==> src/otq_pkg.sv <==
`default_nettype none

package otq_pkg;

  // Default sizing of the timer table.
  localparam int unsigned CAPACITY      = 16;
  localparam int unsigned ID_BITS       = 16;
  localparam int unsigned INTERVAL_BITS = 24;

  // The millisecond clock and all deadlines are this wide.
  localparam int unsigned TIME_BITS = 32;

  // Field widths of the ports.
  localparam int unsigned ID_PORT_BITS   = 16;
  localparam int unsigned IVAL_PORT_BITS = 24;

  // Saturation value of the time-to-next field.
  localparam logic [IVAL_PORT_BITS-1:0] TTN_MAX = 24'hFF_FFFF;

  // Request codes.
  localparam logic [1:0] REQ_TICK   = 2'd0;
  localparam logic [1:0] REQ_ADD    = 2'd1;
  localparam logic [1:0] REQ_DELETE = 2'd2;

  // Response kinds.
  localparam logic [1:0] RESP_TICK   = 2'd0;
  localparam logic [1:0] RESP_ADD    = 2'd1;
  localparam logic [1:0] RESP_DELETE = 2'd2;

  // Sequencer states.
  typedef enum logic [2:0] {
    ST_IDLE,
    ST_SELECT,
    ST_FIRE,
    ST_ALLOC,
    ST_DELETE,
    ST_SUMMARY,
    ST_RESP,
    ST_EMIT
  } state_e;

endpackage

`default_nettype wire

==> src/ordered_timer_queue_unit.sv <==
`default_nettype none

// Ordered timer queue.
// A request is taken when start_i is high and busy_o is low: req_type_i selects a
// one-millisecond tick, an add (interval_ms_i, recurring_i) or a delete (timer_id_i).
// Request code 3 is taken and ignored, with no result.
// Results appear on the result ports for one cycle each, marked by result_valid_o;
// last_o marks the final result of a request. The receiver cannot stall, so every
// result is consumed in the cycle it is shown.
// One shared subtract/compare unit walks the table one entry per cycle:
//   tick with n expired timers: one selection scan per expired timer plus a final one,
//                               then a summary scan, then max(n,1) results;
//   add: an id-allocation scan, restarted on each id collision, then a summary scan,
//        one result;
//   add to a full table: a summary scan, one result;
//   delete: a search scan, a summary scan, one result.
// busy_o stays high from the accepted request until its last result has been shown,
// so one request is in flight at a time.
// Reset clears the clock, the id counter and all valid bits; the table is empty.
module ordered_timer_queue_unit #(
  parameter int unsigned CAPACITY      = otq_pkg::CAPACITY,
  parameter int unsigned ID_BITS       = otq_pkg::ID_BITS,
  parameter int unsigned INTERVAL_BITS = otq_pkg::INTERVAL_BITS
) (
  input  wire logic        clk_i,
  input  wire logic        rst_ni,
  input  wire logic        start_i,
  output logic             busy_o,
  input  wire logic [1:0]  req_type_i,
  input  wire logic [23:0] interval_ms_i,
  input  wire logic        recurring_i,
  input  wire logic [15:0] timer_id_i,
  output logic             result_valid_o,
  output logic [1:0]       resp_kind_o,
  output logic             status_o,
  output logic             fired_o,
  output logic [15:0]      result_id_o,
  output logic [23:0]      time_to_next_o,
  output logic             queue_empty_o,
  output logic             last_o
);

  localparam int unsigned IdxW  = $clog2(CAPACITY);
  localparam int unsigned CntW  = $clog2(CAPACITY + 1);
  localparam int unsigned TimeW = otq_pkg::TIME_BITS;
  localparam int unsigned IdPW  = otq_pkg::ID_PORT_BITS;
  localparam int unsigned IvPW  = otq_pkg::IVAL_PORT_BITS;
  localparam logic [IdxW-1:0]  LastIdx = IdxW'(CAPACITY - 1);
  localparam logic [TimeW-1:0] SignBit = {1'b1, {(TimeW - 1){1'b0}}};

  // Sequencer and control state.
  otq_pkg::state_e state_q, state_d;
  logic [TimeW-1:0]   now_q;
  logic [ID_BITS-1:0] next_id_q;
  logic [CAPACITY-1:0] valid_q;
  logic [CAPACITY-1:0] done_q;
  logic [IdxW-1:0]    idx_q;
  logic               found_q;
  logic [CntW-1:0]    cnt_q;
  logic [IdxW-1:0]    ptr_q;

  // Timer table and the list of ids fired by the current tick.
  logic [TimeW-1:0]         entry_deadline_q [CAPACITY];
  logic [ID_BITS-1:0]       entry_id_q       [CAPACITY];
  logic [INTERVAL_BITS-1:0] entry_period_q   [CAPACITY];
  logic                     entry_repeat_q   [CAPACITY];
  logic [ID_BITS-1:0]       fire_buf_q       [CAPACITY];

  // Captured request and scan results.
  logic [1:0]               req_q;
  logic [INTERVAL_BITS-1:0] ival_q;
  logic                     rec_q;
  logic [ID_BITS-1:0]       tid_q;
  logic [IdxW-1:0]          slot_q;
  logic [ID_BITS-1:0]       cand_q;
  logic                     status_q;
  logic [ID_BITS-1:0]       id_q;
  logic [TimeW-1:0]         best_key_q;
  logic [ID_BITS-1:0]       best_id_q;
  logic [IdxW-1:0]          best_idx_q;

  // Request fields masked to the configured widths.
  logic [INTERVAL_BITS+IvPW-1:0] ival_ext;
  logic [ID_BITS+IdPW-1:0]       tid_ext;
  logic [INTERVAL_BITS-1:0]      ival_in;
  logic [ID_BITS-1:0]            tid_in;

  assign ival_ext = {{INTERVAL_BITS{1'b0}}, interval_ms_i};
  assign tid_ext  = {{ID_BITS{1'b0}}, timer_id_i};
  assign ival_in  = ival_ext[INTERVAL_BITS-1:0];
  assign tid_in   = tid_ext[ID_BITS-1:0];

  // Next id after c, skipping zero on wrap.
  function automatic logic [ID_BITS-1:0] next_cand(input logic [ID_BITS-1:0] c);
    logic [ID_BITS-1:0] n;
    n = c + 1'b1;
    if (n == '0) begin
      n = {{(ID_BITS - 1){1'b0}}, 1'b1};
    end
    return n;
  endfunction

  // Lowest free slot and table-full flag.
  logic [IdxW-1:0] free_idx;
  logic            full;

  always_comb begin
    free_idx = '0;
    for (int i = CAPACITY - 1; i >= 0; i--) begin
      if (!valid_q[i]) begin
        free_idx = IdxW'(i);
      end
    end
  end

  assign full = &valid_q;

  // Shared compare unit on the entry under the scan pointer.
  logic [TimeW-1:0]   e_diff;
  logic [TimeW-1:0]   e_key;
  logic [ID_BITS-1:0] e_id;
  logic               e_overdue;
  logic               e_better;
  logic [ID_BITS-1:0] cmp_id;
  logic               id_eq;
  logic               e_valid;
  logic               sel_hit;
  logic               sum_hit;
  logic               id_hit;
  logic               idx_last;
  logic [IdxW-1:0]    idx_next;

  always_comb begin
    e_diff    = entry_deadline_q[idx_q] - now_q;
    e_key     = e_diff ^ SignBit;
    e_id      = entry_id_q[idx_q];
    e_overdue = (e_diff == '0) || e_diff[TimeW-1];
    e_better  = !found_q || (e_key < best_key_q) ||
                ((e_key == best_key_q) && (e_id < best_id_q));
    cmp_id    = (state_q == otq_pkg::ST_ALLOC) ? cand_q : tid_q;
    id_eq     = (e_id == cmp_id);
    e_valid   = valid_q[idx_q];
    sel_hit   = e_valid && !done_q[idx_q] && e_overdue && e_better;
    sum_hit   = e_valid && e_better;
    id_hit    = e_valid && id_eq;
    idx_last  = (idx_q == LastIdx);
    idx_next  = idx_last ? '0 : idx_q + 1'b1;
  end

  // Shared adder for new and re-armed deadlines.
  logic [INTERVAL_BITS-1:0] addend;
  logic [TimeW-1:0]         new_deadline;

  always_comb begin
    addend       = (state_q == otq_pkg::ST_FIRE) ? entry_period_q[best_idx_q] : ival_q;
    new_deadline = now_q + {{(TimeW - INTERVAL_BITS){1'b0}}, addend};
  end

  // Last fired id of the current tick.
  logic emit_last;
  assign emit_last = ((CntW'(ptr_q) + CntW'(1)) == cnt_q);

  // Next-state logic.
  always_comb begin
    state_d = state_q;
    case (state_q)
      otq_pkg::ST_IDLE: begin
        if (start_i) begin
          case (req_type_i)
            otq_pkg::REQ_TICK:   state_d = otq_pkg::ST_SELECT;
            otq_pkg::REQ_ADD:    state_d = full ? otq_pkg::ST_SUMMARY : otq_pkg::ST_ALLOC;
            otq_pkg::REQ_DELETE: state_d = otq_pkg::ST_DELETE;
            default:             state_d = otq_pkg::ST_IDLE;
          endcase
        end
      end
      otq_pkg::ST_SELECT: begin
        if (idx_last) begin
          state_d = otq_pkg::ST_FIRE;
        end
      end
      otq_pkg::ST_FIRE: begin
        state_d = found_q ? otq_pkg::ST_SELECT : otq_pkg::ST_SUMMARY;
      end
      otq_pkg::ST_ALLOC: begin
        if (!id_hit && idx_last) begin
          state_d = otq_pkg::ST_SUMMARY;
        end
      end
      otq_pkg::ST_DELETE: begin
        if (idx_last) begin
          state_d = otq_pkg::ST_SUMMARY;
        end
      end
      otq_pkg::ST_SUMMARY: begin
        if (idx_last) begin
          if ((req_q == otq_pkg::REQ_TICK) && (cnt_q != '0)) begin
            state_d = otq_pkg::ST_EMIT;
          end else begin
            state_d = otq_pkg::ST_RESP;
          end
        end
      end
      otq_pkg::ST_RESP: begin
        state_d = otq_pkg::ST_IDLE;
      end
      otq_pkg::ST_EMIT: begin
        if (emit_last) begin
          state_d = otq_pkg::ST_IDLE;
        end
      end
      default: begin
        state_d = otq_pkg::ST_IDLE;
      end
    endcase
  end

  // Control registers.
  always_ff @(posedge clk_i or negedge rst_ni) begin
    if (!rst_ni) begin
      state_q   <= otq_pkg::ST_IDLE;
      now_q     <= '0;
      next_id_q <= '0;
      valid_q   <= '0;
      done_q    <= '0;
      idx_q     <= '0;
      found_q   <= 1'b0;
      cnt_q     <= '0;
      ptr_q     <= '0;
    end else begin
      state_q <= state_d;
      case (state_q)
        otq_pkg::ST_IDLE: begin
          if (start_i) begin
            idx_q   <= '0;
            found_q <= 1'b0;
            cnt_q   <= '0;
            ptr_q   <= '0;
            if (req_type_i == otq_pkg::REQ_TICK) begin
              now_q  <= now_q + 1'b1;
              done_q <= '0;
            end
          end
        end
        otq_pkg::ST_SELECT: begin
          if (sel_hit) begin
            found_q <= 1'b1;
          end
          idx_q <= idx_next;
        end
        otq_pkg::ST_FIRE: begin
          // Retire the selected timer; recurring ones stay valid.
          if (found_q) begin
            cnt_q              <= cnt_q + 1'b1;
            done_q[best_idx_q] <= 1'b1;
            if (!entry_repeat_q[best_idx_q]) begin
              valid_q[best_idx_q] <= 1'b0;
            end
          end
          found_q <= 1'b0;
          idx_q   <= '0;
        end
        otq_pkg::ST_ALLOC: begin
          // A collision restarts the id check with the next candidate.
          if (id_hit) begin
            idx_q <= '0;
          end else if (idx_last) begin
            valid_q[slot_q] <= 1'b1;
            next_id_q       <= cand_q;
            idx_q           <= '0;
          end else begin
            idx_q <= idx_next;
          end
        end
        otq_pkg::ST_DELETE: begin
          if (id_hit) begin
            valid_q[idx_q] <= 1'b0;
          end
          idx_q <= idx_next;
        end
        otq_pkg::ST_SUMMARY: begin
          if (sum_hit) begin
            found_q <= 1'b1;
          end
          idx_q <= idx_next;
        end
        otq_pkg::ST_EMIT: begin
          ptr_q <= ptr_q + 1'b1;
        end
        default: begin
        end
      endcase
    end
  end

  // Table contents and captured request data.
  always_ff @(posedge clk_i) begin
    case (state_q)
      otq_pkg::ST_IDLE: begin
        if (start_i) begin
          req_q    <= req_type_i;
          ival_q   <= ival_in;
          rec_q    <= recurring_i;
          tid_q    <= tid_in;
          slot_q   <= free_idx;
          cand_q   <= next_cand(next_id_q);
          id_q     <= '0;
          case (req_type_i)
            otq_pkg::REQ_ADD:    status_q <= full;
            otq_pkg::REQ_DELETE: status_q <= 1'b1;
            default:             status_q <= 1'b0;
          endcase
        end
      end
      otq_pkg::ST_SELECT, otq_pkg::ST_SUMMARY: begin
        if ((state_q == otq_pkg::ST_SELECT) ? sel_hit : sum_hit) begin
          best_key_q <= e_key;
          best_id_q  <= e_id;
          best_idx_q <= idx_q;
        end
      end
      otq_pkg::ST_FIRE: begin
        if (found_q) begin
          fire_buf_q[cnt_q[IdxW-1:0]] <= best_id_q;
          if (entry_repeat_q[best_idx_q]) begin
            entry_deadline_q[best_idx_q] <= new_deadline;
          end
        end
      end
      otq_pkg::ST_ALLOC: begin
        if (id_hit) begin
          cand_q <= next_cand(cand_q);
        end else if (idx_last) begin
          entry_deadline_q[slot_q] <= new_deadline;
          entry_id_q[slot_q]       <= cand_q;
          entry_period_q[slot_q]   <= ival_q;
          entry_repeat_q[slot_q]   <= rec_q;
          id_q                     <= cand_q;
        end
      end
      otq_pkg::ST_DELETE: begin
        if (id_hit) begin
          status_q <= 1'b0;
        end
      end
      default: begin
      end
    endcase
  end

  // Time to the earliest deadline from the summary scan.
  logic [TimeW-1:0] best_diff;
  logic             best_overdue;
  logic [IvPW-1:0]  ttn;

  always_comb begin
    best_diff    = best_key_q ^ SignBit;
    best_overdue = (best_diff == '0) || best_diff[TimeW-1];
    if (!found_q || best_overdue) begin
      ttn = '0;
    end else if (best_diff > {{(TimeW - IvPW){1'b0}}, otq_pkg::TTN_MAX}) begin
      ttn = otq_pkg::TTN_MAX;
    end else begin
      ttn = best_diff[IvPW-1:0];
    end
  end

  // Result outputs.
  logic [ID_BITS-1:0]      out_id;
  logic [ID_BITS+IdPW-1:0] out_id_ext;

  always_comb begin
    busy_o         = (state_q != otq_pkg::ST_IDLE);
    result_valid_o = 1'b0;
    resp_kind_o    = otq_pkg::RESP_TICK;
    status_o       = 1'b0;
    fired_o        = 1'b0;
    last_o         = 1'b0;
    out_id         = '0;
    case (state_q)
      otq_pkg::ST_RESP: begin
        result_valid_o = 1'b1;
        status_o       = status_q;
        last_o         = 1'b1;
        case (req_q)
          otq_pkg::REQ_ADD: begin
            resp_kind_o = otq_pkg::RESP_ADD;
            out_id      = id_q;
          end
          otq_pkg::REQ_DELETE: begin
            resp_kind_o = otq_pkg::RESP_DELETE;
            out_id      = tid_q;
          end
          default: begin
            resp_kind_o = otq_pkg::RESP_TICK;
          end
        endcase
      end
      otq_pkg::ST_EMIT: begin
        result_valid_o = 1'b1;
        fired_o        = 1'b1;
        last_o         = emit_last;
        out_id         = fire_buf_q[ptr_q];
      end
      default: begin
      end
    endcase
    out_id_ext     = {{IdPW{1'b0}}, out_id};
    result_id_o    = out_id_ext[IdPW-1:0];
    time_to_next_o = ttn;
    queue_empty_o  = !found_q;
  end

endmodule

`default_nettype wire

==> config.mk <==
export PLATFORM = sky130hd
export DESIGN_NAME = ordered_timer_queue_unit
export DESIGN_NICKNAME = d
export VERILOG_FILES = /design/src/otq_pkg.sv /design/src/ordered_timer_queue_unit.sv
export SDC_FILE = /design/constraint.sdc
export NUM_CORES = 2
export LEC_CHECK = 0
export BUFFER_PORTS_ARGS = -buffer_cell sky130_fd_sc_hd__buf_4
export CAP_MARGIN = 20
export CORE_UTILIZATION = 65
export CTS_CLUSTER_SIZE = 25
export DETAILED_ROUTE_END_ITERATION = 16
export GPL_ROUTABILITY_DRIVEN = 0
export MAX_ROUTING_LAYER = met4
export PLACE_DENSITY = 0.82
export SYNTH_ARGS = -nofsm -noshare
export SYNTH_HDL_FRONTEND = slang
export SYNTH_SLANG_ARGS = --single-unit
==> constraint.sdc <==
create_clock -name clk_i -period 22.6 [get_ports clk_i]
set_input_delay 4.52 -clock clk_i [delete_from_list [all_inputs] [get_ports clk_i]]
set_output_delay 4.52 -clock clk_i [all_outputs]
set_load 0.02 [all_outputs]
==> out/summary.txt <==
fraction of registers with async set/reset -> 5.85%
Worst Setup Start Kind -> flip-flop
final setup violation count -> 0
Clk pwr share -> 29.5%
EDFF count, synth -> 1556
RSZ-0062 raised after global routing -> false
fin crit share -> 42.5%
CP startpoint -> idx_q[0]$_DFFE_PN0P_
Die Width -> 332 µm
half-perimeter wire length after placement -> 99900 µm
commonest non-fill, non-tap cell in the layout -> edfxtp_1
sequential power share -> 41.5%
vias in the first global route -> 39500
FILL cells -> 5955
CTS max path bufs -> 3
final wirelength -> 178000 µm
cell taking the most area after synthesis -> edfxtp_1
WP data arrival -> 10010 ps
ys flop type -> edfxtp_1
DRT Pass-1 Iters -> 7
Clk Latency, worst-skew pair -> 780 ps
final hold violations -> 0
FF-to-FF End -> best_key_q[10]$_DFFE_PP_
Avg WL per Cell -> 31.8 µm
Stages on worst setup path -> 25
die area -> 110000 µm²
MaxCap Viol Count -> 0
Final Max Tran Viols -> 0
vias -> 39300
share of post-route cells with drive strength above 1 -> 23.4%
total CTS buffers -> 157
NumNets Final -> 4223
setup tns final -> 0 ps
clock skew -> 30.5 ps
initial core utilization -> 65.7%
hold bufs inserted after CTS -> 0
Synth cell types -> 97
Worst R2R Start -> idx_q[0]$_DFFE_PN0P_
Max H-tree Level -> 4
post-route ant nets -> 0
worst path bufs/invs -> 5
Vias per Instance -> 7.03
Peak VDD IR -> 101 µV
CP max stage cell -> buf_4
total nets after synthesis -> 4050
top-area cell type share of the netlist area -> 66.1%
Crit path required time -> 23010 ps
cell count of the worst reg-to-reg path -> 25
R2R setup slack -> 13000 ps
Worst Setup Path Type -> flip-flop to flip-flop
Residual DRC -> 0
worst slew pin tran -> 1180 ps
Area growth syn-to-layout -> 11.3%
Final Critical Period -> 9600 ps
yosys warns -> 0
setup bufs post-CTS -> 0
Post-CTS Resized -> 0
TritonCTS clock tree -> yes
outcome -> finished clean
Logic pwr share -> 28.9%
Hold Crit Class -> flip-flop to flip-flop
register bit total from synthesis -> 1657
Tot GR Track Use -> 33.7%
Die Span Y -> 332 µm
Net Switching -> 0.00286 W
Synth Instances -> 3880
clk sinks -> 1657
worst-path fanout max -> 41
Worst path max stage delay -> 700 ps
placed insts -> 5278
sequential share of the synthesized area -> 69.7%
Slew HR -> 21.1%
initial drt markers -> 5454
most frequent cells in the layout -> edfxtp_1, mux4_2, buf_4
mapped cell area -> 70700 µm²
Core ar. -> 108000 µm²
top post-synthesis cells by area -> edfxtp_1, mux4_2, dfrtp_1
fin cells -> 5590
Reg clk slew, reported paths -> 70 ps
PwrDens -> 116 nW/µm²
FMAX -> 104 MHz
Site Rows -> 120
Sw Share -> 31.5%
P_int -> 0.00623 W
CP Capture Point -> best_key_q[10]$_DFFE_PP_
CP endpoint kind -> flip-flop
GR Overflow Total -> 0
largest net degree at the start of global routing -> 69
I/O pins -> 94
first-pass GRT wire length -> 260000 µm
family with the most delay on the worst path -> simple AND/OR/NAND/NOR gates
Avg Cell Area, Syn -> 18.2 µm²
initial antenna violation count -> 1
leakage -> 26.3 nW
port bufs -> 93
Root Driver -> clkbuf_16
[worst min-delay path by stage]
stage / from / to / slack (ps) / cells after the start
final: done_q[3]$_DFFE_PN0P_ / done_q[3]$_DFFE_PN0P_ / 510 / 2
after global routing: done_q[10]$_DFFE_PN0P_ / done_q[10]$_DFFE_PN0P_ / 530 / 2
after CTS: done_q[1]$_DFFE_PN0P_ / done_q[1]$_DFFE_PN0P_ / 500 / 2
after detailed placement: done_q[1]$_DFFE_PN0P_ / done_q[1]$_DFFE_PN0P_ / 490 / 2
after global placement: done_q[13]$_DFFE_PN0P_ / done_q[13]$_DFFE_PN0P_ / 470 / 2
after floorplan: idx_q[2]$_DFFE_PN0P_ / best_idx_q[2]$_DFFE_PP_ / 440 / 0
[layer usage]
metal  wire [µm]  global-route usage [%]  vias to the layer above
li1            -                       -                    16100
met1       63900                    43.9                    20100
met2       87200                    52.7                     2671
met3       18200                    6.04                      478
met4        8270                    14.7                        0
met5           0                       -                        -
[Yosys cell counts, drive strengths merged, types with 12 or more instances]
cell type  number
ha            122
o22a           18
or3            12
xor2           36
o32ai          15
and2           31
nor2b          17
inv           130
mux4          421
a31oi          32
a21oi         115
clkbuf        112
a22oi          35
edfxtp       1556
o22ai          12
and4           12
nand3          61
xnor2          85
nor2          147
o21a           35
nand2         136
nand4          39
buf            72
nor3           68
dfrtp          97
mux2           60
o21ai          81
or2            17
nand2b         22
a21o           28
and3           24
o211ai         12
mux2i          63
nor4           19
[worst reg2reg max path: cells and delay by family (launching register included)]
kind            cells  cell delay (ps)
compound gates      6             1590
simple gates       10             2580
mux                 2             1140
buf+inv             5             2380
flops               1              650
fa+ha+maj           2              860
[cell families (layout without fill, tap and decap cells)]
logic type | count (synthesis) | in the layout | synth area share, %
adder cells (fa/ha/maj) | 124 | 124 | 2.22
buffers and inverters | 314 | 617 | 2.08
AND/OR/NAND/NOR | 637 | 637 | 4.62
flip-flops | 1657 | 1657 | 69.7
XOR/XNOR | 121 | 121 | 1.50
AO/OA/AOI/OAI | 483 | 483 | 4.60
multiplexers | 544 | 544 | 15.3
other | 0 | 4 | 0
[layout make-up]
type	instances	area [µm²]	share of cell area (%)
timing repair buffer	198	1510	1.92
multi-input combinational	1909	20400	25.9
inverter	130	488	0.620
tap	1403	1760	2.23
clock inverter	88	985	1.25
antenna	4	10.0	0.0127
sequential	1657	49300	62.6
clock buffer	201	4240	5.39
[state kept, by name, indices dropped and copies added, names as in the netlist, 3 cells and up, named ones only]
signal,cells
entry_deadline_q,512
entry_period_q,384
entry_id_q,256
fire_buf_q,256
best_key_q,32
now_q,32
ival_q,24
best_id_q,16
cand_q,16
done_q,16
entry_repeat_q,16
id_q,16
next_id_q,16
tid_q,16
valid_q,16
cnt_q,5
best_idx_q,4
idx_q,4
ptr_q,4
slot_q,4
state_q,3
[power by group through the flow]
stage / clock (W) / sequential, W / combinational, W
after floorplan: 0 / 0.00375 / 0.00188
after global placement: 0 / 0.00383 / 0.00245
after detailed placement: 0 / 0.00384 / 0.00250
after CTS: 0.00270 / 0.00378 / 0.00255
after global routing: 0.00282 / 0.00379 / 0.00279
final: 0.00269 / 0.00378 / 0.00263
[metrics by stage]
step	area, µm²	hold WS [ps]	utilization (%)	power (W)	setup WS, ps
after detailed placement	73300	489	68.1	0.00635	12930
after CTS	78500	504	73.0	0.00903	12900
after global routing	78700	526	73.2	0.00939	12530
final	78700	506	73.2	0.00910	13000
after global placement	73200	473	68.1	0.00628	13350
after floorplan	70700	441	-	0.00563	14410
Note: power is estimated with default switching activity, not from simulation.
